==> src/rtl/core/pfhk_pkg.sv <==
// Package with constants, types and the frame record of the flow hash key core.
`timescale 1ns / 1ps
package pfhk_pkg;

    localparam int COUNT_BITS_DEF = 16;
    localparam int QUEUE_DEPTH_DEF = 2;

    localparam logic [15:0] ETH_IPV4 = 16'h0800;
    localparam logic [7:0]  PROTO_UDP = 8'h11;
    localparam logic [31:0] COOKIE_VAL = 32'h63825363;
    localparam logic [7:0]  HW_TYPE_ETH = 8'd1;
    localparam logic [7:0]  HW_LEN_ETH = 8'd6;

    localparam int ETYPE_AT = 12;
    localparam int IHL_AT = 14;
    localparam int PROTO_AT = 23;
    localparam int SRC_AT = 26;
    localparam int DST_AT = 30;
    localparam int ETH_HDR = 14;
    localparam int UDP_HDR = 8;
    localparam int MIN_FRAME = 34;
    localparam int DHCP_MIN = 244;
    localparam int HWTYPE_AT = 1;
    localparam int HWLEN_AT = 2;
    localparam int CLIENT_AT = 30;
    localparam int COOKIE_AT = 236;

    typedef enum logic [1:0] {
        KEY_NONE = 2'd0,
        KEY_XOR  = 2'd1,
        KEY_DHCP = 2'd2
    } key_src_t;

    typedef struct packed {
        logic [31:0] src_addr;
        logic [31:0] dst_addr;
        logic [31:0] client_word;
        key_src_t    kind;
    } frame_rec_t;

endpackage

==> src/rtl/core/pfhk_front.sv <==
// Front end: counts frame bytes, captures header fields and classifies each frame.
`timescale 1ns / 1ps
module pfhk_front #(
    parameter int COUNT_BITS = pfhk_pkg::COUNT_BITS_DEF
) (
    input  logic                 clk,
    input  logic                 rst_n,
    input  logic                 byte_valid,
    input  logic [7:0]           packet_byte,
    input  logic                 last_byte,
    output logic                 rec_push,
    output pfhk_pkg::frame_rec_t rec_data
);
    import pfhk_pkg::*;

    localparam int CW = COUNT_BITS;

    logic [CW-1:0] count_reg, count_next;
    logic [15:0]   ether_kind_reg, ether_kind_next, ether_kind_cap;
    logic [7:0]    ip_proto_reg, ip_proto_next, ip_proto_cap;
    logic [3:0]    header_words_reg, header_words_next, header_words_cap;
    logic [31:0]   source_addr_reg, source_addr_next, source_addr_cap;
    logic [31:0]   dest_addr_reg, dest_addr_next, dest_addr_cap;
    logic [7:0]    hw_type_reg, hw_type_next, hw_type_cap;
    logic [7:0]    hw_len_reg, hw_len_next, hw_len_cap;
    logic [31:0]   cookie_word_reg, cookie_word_next, cookie_word_cap;
    logic [31:0]   client_word_reg, client_word_next, client_word_cap;

    logic [CW-1:0] pos;
    logic [CW-1:0] dhcp_at;
    logic          frame_end;
    logic          is_ipv4;
    logic          is_dhcp;

    assign pos = count_reg;
    assign dhcp_at = CW'(ETH_HDR + UDP_HDR) + CW'({header_words_reg, 2'b00});
    assign frame_end = byte_valid && last_byte;

    always_comb
    begin
        ether_kind_cap = ether_kind_reg;
        ip_proto_cap = ip_proto_reg;
        header_words_cap = header_words_reg;
        source_addr_cap = source_addr_reg;
        dest_addr_cap = dest_addr_reg;
        hw_type_cap = hw_type_reg;
        hw_len_cap = hw_len_reg;
        cookie_word_cap = cookie_word_reg;
        client_word_cap = client_word_reg;
        if (pos >= CW'(ETYPE_AT) && pos < CW'(ETYPE_AT + 2))
        begin
            ether_kind_cap = {ether_kind_reg[7:0], packet_byte};
        end
        if (pos == CW'(IHL_AT))
        begin
            header_words_cap = packet_byte[3:0];
        end
        if (pos == CW'(PROTO_AT))
        begin
            ip_proto_cap = packet_byte;
        end
        if (pos >= CW'(SRC_AT) && pos < CW'(SRC_AT + 4))
        begin
            source_addr_cap = {source_addr_reg[23:0], packet_byte};
        end
        if (pos >= CW'(DST_AT) && pos < CW'(DST_AT + 4))
        begin
            dest_addr_cap = {dest_addr_reg[23:0], packet_byte};
        end
        if (pos == dhcp_at + CW'(HWTYPE_AT))
        begin
            hw_type_cap = packet_byte;
        end
        if (pos == dhcp_at + CW'(HWLEN_AT))
        begin
            hw_len_cap = packet_byte;
        end
        if (pos >= dhcp_at + CW'(CLIENT_AT) && pos < dhcp_at + CW'(CLIENT_AT + 4))
        begin
            client_word_cap = {client_word_reg[23:0], packet_byte};
        end
        if (pos >= dhcp_at + CW'(COOKIE_AT) && pos < dhcp_at + CW'(COOKIE_AT + 4))
        begin
            cookie_word_cap = {cookie_word_reg[23:0], packet_byte};
        end
    end

    assign is_ipv4 = (pos >= CW'(MIN_FRAME - 1)) && (ether_kind_cap == ETH_IPV4);
    assign is_dhcp = (ip_proto_cap == PROTO_UDP)
                     && (pos >= dhcp_at + CW'(DHCP_MIN - 1))
                     && (hw_type_cap == HW_TYPE_ETH)
                     && (hw_len_cap == HW_LEN_ETH)
                     && (cookie_word_cap == COOKIE_VAL);

    always_comb
    begin
        rec_push = frame_end;
        rec_data.src_addr = source_addr_cap;
        rec_data.dst_addr = dest_addr_cap;
        rec_data.client_word = client_word_cap;
        if (!is_ipv4)
        begin
            rec_data.kind = KEY_NONE;
        end
        else if (is_dhcp)
        begin
            rec_data.kind = KEY_DHCP;
        end
        else
        begin
            rec_data.kind = KEY_XOR;
        end

        count_next = count_reg;
        ether_kind_next = ether_kind_reg;
        ip_proto_next = ip_proto_reg;
        header_words_next = header_words_reg;
        source_addr_next = source_addr_reg;
        dest_addr_next = dest_addr_reg;
        hw_type_next = hw_type_reg;
        hw_len_next = hw_len_reg;
        cookie_word_next = cookie_word_reg;
        client_word_next = client_word_reg;
        if (frame_end)
        begin
            count_next = '0;
            ether_kind_next = '0;
            ip_proto_next = '0;
            header_words_next = '0;
            source_addr_next = '0;
            dest_addr_next = '0;
            hw_type_next = '0;
            hw_len_next = '0;
            cookie_word_next = '0;
            client_word_next = '0;
        end
        else if (byte_valid)
        begin
            count_next = (count_reg != '1) ? count_reg + CW'(1) : count_reg;
            ether_kind_next = ether_kind_cap;
            ip_proto_next = ip_proto_cap;
            header_words_next = header_words_cap;
            source_addr_next = source_addr_cap;
            dest_addr_next = dest_addr_cap;
            hw_type_next = hw_type_cap;
            hw_len_next = hw_len_cap;
            cookie_word_next = cookie_word_cap;
            client_word_next = client_word_cap;
        end
    end

    always_ff @(posedge clk or negedge rst_n)
    begin
        if (!rst_n)
        begin
            count_reg <= '0;
            ether_kind_reg <= '0;
            ip_proto_reg <= '0;
            header_words_reg <= '0;
            source_addr_reg <= '0;
            dest_addr_reg <= '0;
            hw_type_reg <= '0;
            hw_len_reg <= '0;
            cookie_word_reg <= '0;
            client_word_reg <= '0;
        end
        else
        begin
            count_reg <= count_next;
            ether_kind_reg <= ether_kind_next;
            ip_proto_reg <= ip_proto_next;
            header_words_reg <= header_words_next;
            source_addr_reg <= source_addr_next;
            dest_addr_reg <= dest_addr_next;
            hw_type_reg <= hw_type_next;
            hw_len_reg <= hw_len_next;
            cookie_word_reg <= cookie_word_next;
            client_word_reg <= client_word_next;
        end
    end

endmodule

==> src/rtl/core/pfhk_queue.sv <==
// Small queue of classified frame records between the front and back ends.
`timescale 1ns / 1ps
module pfhk_queue #(
    parameter int QUEUE_DEPTH = pfhk_pkg::QUEUE_DEPTH_DEF
) (
    input  logic                 clk,
    input  logic                 rst_n,
    input  logic                 push,
    input  pfhk_pkg::frame_rec_t push_data,
    output logic                 full,
    input  logic                 pop,
    output logic                 head_valid,
    output pfhk_pkg::frame_rec_t head_data
);
    import pfhk_pkg::*;

    localparam int PW = (QUEUE_DEPTH > 1) ? $clog2(QUEUE_DEPTH) : 1;
    localparam int NW = $clog2(QUEUE_DEPTH + 1);

    frame_rec_t     slots [QUEUE_DEPTH];
    logic [PW-1:0]  wr_ptr_reg, wr_ptr_next;
    logic [PW-1:0]  rd_ptr_reg, rd_ptr_next;
    logic [NW-1:0]  fill_reg, fill_next;
    logic           do_push;
    logic           do_pop;

    assign full = (fill_reg == NW'(QUEUE_DEPTH));
    assign head_valid = (fill_reg != '0);
    assign head_data = slots[rd_ptr_reg];
    assign do_push = push && !full;
    assign do_pop = pop && head_valid;

    always_comb
    begin
        wr_ptr_next = wr_ptr_reg;
        rd_ptr_next = rd_ptr_reg;
        fill_next = fill_reg;
        if (do_push)
        begin
            wr_ptr_next = (wr_ptr_reg == PW'(QUEUE_DEPTH - 1)) ? '0 : wr_ptr_reg + PW'(1);
        end
        if (do_pop)
        begin
            rd_ptr_next = (rd_ptr_reg == PW'(QUEUE_DEPTH - 1)) ? '0 : rd_ptr_reg + PW'(1);
        end
        if (do_push && !do_pop)
        begin
            fill_next = fill_reg + NW'(1);
        end
        else if (do_pop && !do_push)
        begin
            fill_next = fill_reg - NW'(1);
        end
    end

    always_ff @(posedge clk)
    begin
        if (do_push)
        begin
            slots[wr_ptr_reg] <= push_data;
        end
    end

    always_ff @(posedge clk or negedge rst_n)
    begin
        if (!rst_n)
        begin
            wr_ptr_reg <= '0;
            rd_ptr_reg <= '0;
            fill_reg <= '0;
        end
        else
        begin
            wr_ptr_reg <= wr_ptr_next;
            rd_ptr_reg <= rd_ptr_next;
            fill_reg <= fill_next;
        end
    end

endmodule

==> src/rtl/core/pfhk_back.sv <==
// Back end: forms the flow key from a frame record and holds it in the output register.
`timescale 1ns / 1ps
module pfhk_back (
    input  logic                 clk,
    input  logic                 rst_n,
    input  logic                 rec_valid,
    input  pfhk_pkg::frame_rec_t rec_data,
    output logic                 rec_pop,
    output logic                 empty,
    input  logic                 pop,
    output logic [31:0]          hash_key,
    output logic [1:0]           key_source
);
    import pfhk_pkg::*;

    logic        out_valid_reg, out_valid_next;
    logic [31:0] key_reg, key_next;
    key_src_t    src_reg, src_next;
    logic        load;

    assign empty = !out_valid_reg;
    assign load = rec_valid && (!out_valid_reg || pop);
    assign rec_pop = load;
    assign hash_key = key_reg;
    assign key_source = src_reg;

    always_comb
    begin
        out_valid_next = out_valid_reg;
        key_next = key_reg;
        src_next = src_reg;
        if (load)
        begin
            out_valid_next = 1'b1;
            src_next = rec_data.kind;
            case (rec_data.kind)
                KEY_XOR:  key_next = rec_data.src_addr ^ rec_data.dst_addr;
                KEY_DHCP: key_next = rec_data.client_word;
                default:  key_next = '0;
            endcase
        end
        else if (pop)
        begin
            out_valid_next = 1'b0;
        end
    end

    always_ff @(posedge clk or negedge rst_n)
    begin
        if (!rst_n)
        begin
            out_valid_reg <= 1'b0;
        end
        else
        begin
            out_valid_reg <= out_valid_next;
        end
    end

    always_ff @(posedge clk)
    begin
        key_reg <= key_next;
        src_reg <= src_next;
    end

endmodule

==> src/rtl/core/packet_flow_hash_key_core.sv <==
// Top level of the packet flow hash key core.
//
//  Channel  Handshake       Payload                    Moves per transfer
//  input    push / full     packet_byte, last_byte     one frame byte
//  result   empty / pop     hash_key, key_source       one key per frame
//
// One byte is taken every cycle while full is low; the front end captures
// header fields as they pass and classifies the frame on its last byte.
// A key passes through the record queue and the output register before it
// shows on the result ports, and stays there until popped.
// Full rises only when the record queue and the output register are both
// occupied. Reset clears the byte counter, captures, queue and valid flag.
`timescale 1ns / 1ps
module packet_flow_hash_key_core #(
    parameter int COUNT_BITS = pfhk_pkg::COUNT_BITS_DEF,
    parameter int QUEUE_DEPTH = pfhk_pkg::QUEUE_DEPTH_DEF
) (
    input  logic        clk,
    input  logic        rst_n,
    input  logic        push,
    output logic        full,
    input  logic [7:0]  packet_byte,
    input  logic        last_byte,
    output logic        empty,
    input  logic        pop,
    output logic [31:0] hash_key,
    output logic [1:0]  key_source
);
    import pfhk_pkg::*;

    logic       byte_valid;
    logic       rec_push;
    frame_rec_t rec_in;
    logic       q_full;
    logic       q_valid;
    logic       q_pop;
    frame_rec_t q_head;

    assign full = q_full;
    assign byte_valid = push && !q_full;

    pfhk_front #(
        .COUNT_BITS (COUNT_BITS)
    ) u_front (
        .clk         (clk),
        .rst_n       (rst_n),
        .byte_valid  (byte_valid),
        .packet_byte (packet_byte),
        .last_byte   (last_byte),
        .rec_push    (rec_push),
        .rec_data    (rec_in)
    );

    pfhk_queue #(
        .QUEUE_DEPTH (QUEUE_DEPTH)
    ) u_queue (
        .clk        (clk),
        .rst_n      (rst_n),
        .push       (rec_push),
        .push_data  (rec_in),
        .full       (q_full),
        .pop        (q_pop),
        .head_valid (q_valid),
        .head_data  (q_head)
    );

    pfhk_back u_back (
        .clk        (clk),
        .rst_n      (rst_n),
        .rec_valid  (q_valid),
        .rec_data   (q_head),
        .rec_pop    (q_pop),
        .empty      (empty),
        .pop        (pop),
        .hash_key   (hash_key),
        .key_source (key_source)
    );

endmodule

==> config.mk <==
export PLATFORM = sky130hd
export DESIGN_NAME = packet_flow_hash_key_core
export DESIGN_NICKNAME = d
export VERILOG_FILES = /design/src/rtl/core/pfhk_pkg.sv /design/src/rtl/core/pfhk_front.sv /design/src/rtl/core/pfhk_queue.sv /design/src/rtl/core/pfhk_back.sv /design/src/rtl/core/packet_flow_hash_key_core.sv
export SDC_FILE = /design/constraint.sdc
export NUM_CORES = 1
export LEC_CHECK = 0
export BUFFER_PORTS_ARGS = -buffer_cell sky130_fd_sc_hd__buf_4
export CAP_MARGIN = 10
export CELL_PAD_IN_SITES_DETAIL_PLACEMENT = 1
export CELL_PAD_IN_SITES_GLOBAL_PLACEMENT = 1
export CORE_AREA = 2 2 210 212
export DETAILED_ROUTE_END_ITERATION = 10
export DIE_AREA = 0 0 212 214
export GPL_ROUTABILITY_DRIVEN = 0
export HOLD_SLACK_MARGIN = 0.08
export PLACE_DENSITY = 0.79
export SLEW_MARGIN = 20
export SYNTH_ARGS = -nofsm -noshare
export SYNTH_HDL_FRONTEND = slang
export SYNTH_HIERARCHICAL = 1
export SYNTH_SLANG_ARGS = --single-unit
==> constraint.sdc <==
create_clock -name clk -period 14.35 [get_ports clk]
set_clock_uncertainty 0.15 [all_clocks]
set_input_delay 2.87 -clock clk [delete_from_list [all_inputs] [get_ports clk]]
set_output_delay 2.87 -clock clk [all_outputs]
set_load 0.005 [all_outputs]
Word-level counts from Yosys, hierarchy flattened
Memories as Yosys holds them, arrays and structs flattened.
Index checks and enable logic that the tools add are counted.

cells by class
  reductions and logical operators = 30
  add/sub/neg operators = 13
  magnitude comparators = 12
  multiplexer cells = 41
  equality and inequality tests = 13
  bitwise gates (word level) = 1

operators with widths
  cell                                                   count
  2-to-1 mux 32 bit                                      12
  2-to-1 mux 16 bit                                      6
  2-to-1 mux 8 bit                                       9
  one-hot mux 32 bit (2 select lines)                    1
  adder 16 x 8 -> 16 bit (second input constant)         3
  >= comparator 16 bit                                   3
  adder 16 x 1 -> 16 bit (second input constant)         2
  == test 16 bit                                         2
  == test 32 x 31 -> 1 bit (second input constant)       1
  >= comparator 16 x 5 -> 1 bit (second input constant)  2
  < comparator 16 bit                                    2
  bitwise XOR 32 bit                                     1
  logical AND 1 bit                                      17
  adder 16 x 2 -> 16 bit (second input constant)         1
  adder 16 x 5 -> 16 bit (second input constant)         1
  adder 16 x 6 -> 16 bit (second input constant)         1
  == test 16 x 12 -> 1 bit (second input constant)       1
  == test 16 x 4 -> 1 bit (second input constant)        1
  == test 16 x 5 -> 1 bit (second input constant)        1
  >= comparator 16 x 4 -> 1 bit (second input constant)  1
  >= comparator 16 x 6 -> 1 bit (second input constant)  1
  < comparator 16 x 4 -> 1 bit (second input constant)   1
  < comparator 16 x 5 -> 1 bit (second input constant)   1
  < comparator 16 x 6 -> 1 bit (second input constant)   1
  other kinds (17)                                       38

word-level totals
  memories kept = 1
  input port bits = 13
  bits in writable memories = 196
  word-level logic and storage cells = 127
  register bits after elaboration = 227
  output and inout port bits = 36

memories
  name           depth  width  read ports  clocked after Yosys merged registers in  wr ports  RTL line          RTL
  u_queue.slots  2      98     1           0                                        1         pfhk_queue.sv:20  frame_rec_t slots [QUEUE_DEPTH];

Longest topological paths before layout
  depth after elaboration = 10
  gate-level depth with buffers = 18
  mapped depth without buffers = 17

Hierarchy
Netlist, hierarchy kept.

modules (own cells, without submodules)
  module                     instances  cells each  area each (µm²)  sequential area each (µm²)
  pfhk_front                 1          950         9908.3           4704.5
  pfhk_queue                 1          324         7298.2           5985.7
  pfhk_back                  1          149         2014.4           1046.0
  packet_flow_hash_key_core  1          1           13.8             0.0

Worst setup path before layout
No wires, ideal clock.

  kind = input to register
  start = in push
  end = mem u_queue/slots[0][0] (netlist name) (enable)
  setup time = 0.556 ns
  required time = 13.644 ns
  path slack = 5.465 ns
  cell stages on the path = 7
  buffers on the path = 3
  data arrival time = 8.179 ns
  cells stage by stage = nor2b_4 -> clkbuf_1 -> buf_2 -> and2_1 -> clkbuf_1 -> nand2_1 -> nor2_1

between the ends
  longest elaborated chain between the ends = 5

ends and longest elaborated chain
  element                                 RTL line                         RTL
  start: declaration                      packet_flow_hash_key_core.sv:20  input logic push,
  logical AND 1 bit                       packet_flow_hash_key_core.sv:40  assign byte_valid = push && !q_full;
  logical AND 1 bit                       pfhk_front.sv:37                 assign frame_end = byte_valid && last_byte;
  via rec_push                            packet_flow_hash_key_core.sv:32  logic rec_push;
  logical AND 1 bit                       pfhk_queue.sv:30                 assign do_push = push && !full;
  2-to-1 mux 1 bit                        pfhk_queue.sv:58                 if (do_push)
  2-to-1 mux 1 bit (implied by the code)  pfhk_queue.sv:60                 slots[wr_ptr_reg] <= push_data;
  end: declaration                        pfhk_queue.sv:20

The timed path passes the listed nets, and every way through them passes these cells.

Worst setup path in the final report
  start = in push
  end = mem u_queue/slots[0][51] (netlist name) (enable)

between the ends
  longest elaborated chain between the ends = 5

ends and longest elaborated chain
  element                                 RTL line                         RTL
  logical AND 1 bit                       packet_flow_hash_key_core.sv:40
  via byte_valid                          packet_flow_hash_key_core.sv:31  logic byte_valid;
  logical AND 1 bit                       pfhk_front.sv:37
  via rec_push                            packet_flow_hash_key_core.sv:32
  logical AND 1 bit                       pfhk_queue.sv:30
  2-to-1 mux 1 bit                        pfhk_queue.sv:58
  2-to-1 mux 1 bit (implied by the code)  pfhk_queue.sv:60

The timed path passes the listed nets, and every way through them passes these cells.

==> qor.yml <==
run_status:
  status: "finished, final reports clean"
logic_synthesis:
  yosys.area_share.adder_pct: 3.06
  syn-cell-area_sq_mm: 0.0192
  synth_top_area_share_pct: 35.9
  ys_seq_area_share_pct: 61.0
  syn_inst: 1424
  synth_top_area_cell: "edfxtp_1"
  ys_types: 77
  yosys-mux-area-fraction_pct: 10.7
  synth_compound_area_share_pct: 11.0
  synth-simple-area-share_pct: 8.92
  synthXorXnorAreaFrac_pct: 2.66
  synth-edff-count: 230
  synth_common_cells: "edfxtp_1 (230), nand2_1 (200), dfrtp_1 (193)"
  synthFlopType: "edfxtp_1"
  synth_top_family_by_area: "compound AO/OA/AOI/OAI gates"
  syn_area_per_cell_sq_um: 13.5
  synth_warnings: 6
  netlist_top_cells_area: "edfxtp_1 (36%), dfrtp_1 (25%), mux2_2 (9.5%), a22o_1 (4.8%), nand2_1 (3.9%)"
  yosys.cell_count.top_type: "edfxtp_1"
  ys_seq_elements: 423
  synth_async_sr_flop_share_pct: 45.6
  syn-num-nets: 1484
routing:
  wl_met2_um: 24300
  wl_per_cell_um: 23.4
  drtAntennaViolNets: 0
  drc: 0
  route.vias.total: 12130
  vias_per_cell: 5.84
  met1_length_um: 21200
  first_pass_iters: 5
  wl_met3_um: 2140
  drt-initial-drc-count: 893
  wl_um: 48600
  routed.top_layer: "met5"
floorplanning:
  start_util_pct: 44.9
  fp.dieH_um: 214
  coreArea_sq_mm: 0.0429
  die-area_sq_mm: 0.0454
  rows: 76
  ios: 49
  die_w_um: 212
worst_setup_path:
  critPathBufInv: 3
  critPathRequiredTime_ns: 14.38
  cp_slowest_stage_delay_ns: 0.77
  cp_slowest_cell: "buf_4"
  path_common_cell: "buf_4"
  crit_fanout: 60
  path_cells: "buf_4 > nor2b_4 > and2_1 > nand2_1 > nor2_4 > buf_4 > buf_4"
  crit_type: "in -> reg"
  cp-end-kind: "flop"
  cpLargestDelayFamily: "simple AND/OR/NAND/NOR gates"
  arrival_ns: 5.77
  critPathLaunchType: "primary input"
clock_tree:
  cts_sinks: 423
  numCtsBuffers: 43
  cts_tree: "built"
  post_cts_buffers: 0
  clockBufferDepth: 3
  cts_resized: 0
  hold_buffers: 0
  worstSkewPairLatency_ns: 0.55
  clkTransAtPathRegs_ns: 0.06
  cts_root_buf: "clkbuf_16"
  cts_max_level: 2
global_routing:
  grt_max_degree: 74
  overflow: 0
  first_global_vias: 12873
  antenna_found_initial: 2
  track_usage_pct: 21.6
  grt_pass1_wl_um: 76200
timing:
  rsz0062_at_grt: "false"
  fin_crit_sh_pct: 40.0
  min_period_ns: 5.75
  worst_pin_slew_ns: 1.16
  setup_viol_count_final: 0
  fmax_ghz: 0.174
  drv_slew: 0
  hold_viol: 0
  setup_tns_ns: 0
  setup_ws_ns: 8.60
  relSlewSlack_pct: 22.5
  whs_ns: 0.336
cells_and_area:
  nFillCells: 4253
  drive_above_1_share_pct: 24.4
  design_area_sq_mm: 0.0214
  top_register: "u_queue/slots"
  final_net_count: 1517
  diodes: 0
  synthToLayoutAreaGrowth_pct: 11.4
  largest_reg_flops: 196
job:
  maxCapViolations: 0
min_path:
  hp-class: "reg -> reg"
power_and_ir_drop:
  ir_worst_vdd_v: 0.0000960
  power_density_mw_per_mm2: 156
  p_leak_nw: 8.56
  total_power_mw: 3.35
place:
  postPlaceCellArea_sq_mm: 0.0200
  hpwl_um: 30500
  io_buffers: 48
  place_ws_ns: 8.07
final timing paths:
| kind | from | end | slack (ns) | cells after the start |
|---|---|---|---|---|
| max | push | u_queue/slots[0][51]$_DFFE_PP_ | 8.60 | 7 |
| min | u_front/hw_type_reg[6]$_DFFE_PN0P_ | u_front/hw_type_reg[6]$_DFFE_PN0P_ | 0.34 | 2 |
| max reg2reg | u_front/header_words_reg[2]$_DFFE_PN0P_ | u_queue/slots[1][1]$_DFFE_PP_ | 9.46 | 18 |
| min reg2reg | u_front/hw_type_reg[6]$_DFFE_PN0P_ | u_front/hw_type_reg[6]$_DFFE_PN0P_ | 0.34 | 2 |
| max in group asynchronous | rst_n | u_front/dest_addr_reg[7]$_DFFE_PN0P_ | 10.53 | 2 |
| min in group asynchronous | rst_n | u_front/cookie_word_reg[30]$_DFFE_PN0P_ | 2.17 | 1 |
final cells by class:
| class | count | area [sq um] | share of cell area (%) |
|---|---|---|---|
| clock inverter | 20 | 191 | 0.893 |
| clock buffer | 59 | 1190 | 5.53 |
| sequential | 423 | 11700 | 54.8 |
| multi-input combinational | 905 | 7030 | 32.8 |
| tap | 585 | 732 | 3.42 |
| inverter | 22 | 82.6 | 0.385 |
| timing repair buffer | 62 | 472 | 2.20 |
cell usage in the layout (no fill, tap or decap), types with 3 or more instances in the layout:
cell,count
and3_1,6
a21oi_1,9
nand2_1,200
xnor2_1,45
nor2_4,5
nor2_1,35
o21ai_0,71
bufinv_16,3
nor2b_1,4
clkinv_2,9
dfrtp_1,192
buf_4,61
a22o_1,105
inv_1,19
mux2_2,163
nand3_1,13
o21ai_1,14
nand4_1,16
nor4b_1,7
mux2i_1,7
or3_1,3
nor4bb_1,4
mux2_4,10
clkbuf_8,6
ha_1,46
clkinv_1,6
o22ai_2,30
edfxtp_1,230
clkbuf_1,11
o21a_1,4
xor2_1,9
nand2_2,3
nand4b_1,5
o21ai_2,4
nor4_1,8
nor3_1,10
o2111ai_1,3
clkbuf_16,43
nand2b_1,15
or4_1,3
layer usage:
| metal | up-vias | global-route usage (%) |
|---|---|---|
| li1 | 5361 | - |
| met1 | 6390 | 29.4 |
| met2 | 302 | 36.8 |
| met3 | 75 | 2.93 |
| met4 | 2 | 4.98 |
| met5 | - | 0 |
cell families (layout without fill, tap and decap cells):
kind of cell / count (synthesis) / in the layout
AO/OA/AOI/OAI: 267 / 267
AND/OR/NAND/NOR: 355 / 355
buffers and inverters: 96 / 163
flip-flops: 423 / 423
adder cells (fa/ha/maj): 47 / 47
multiplexers: 180 / 180
XOR/XNOR: 56 / 56
power by group:
group | internal, mW | switching (mW)
Sequential | 1.44 | 0.0767
Clock | 0.636 | 0.464
Combinational | 0.303 | 0.430
Total | 2.38 | 0.971
tightest hold or removal path: cells and delay by family, from the launching register on:
family	cells	cell delay (ns)
AOI/OAI and AO/OA	1	0.06
DFF	1	0.34
and+or+nand+nor	1	0.05
through the flow:
stage | std cells | utilization [%]
floorplan | 1424 | -
global placement | 1997 | 46.7
detailed placement | 1997 | 46.7
CTS | 2076 | 50.0
global route | 2076 | 50.0
finish | 2076 | 50.0
No activity file was read; power rests on OpenSTA's default activity.
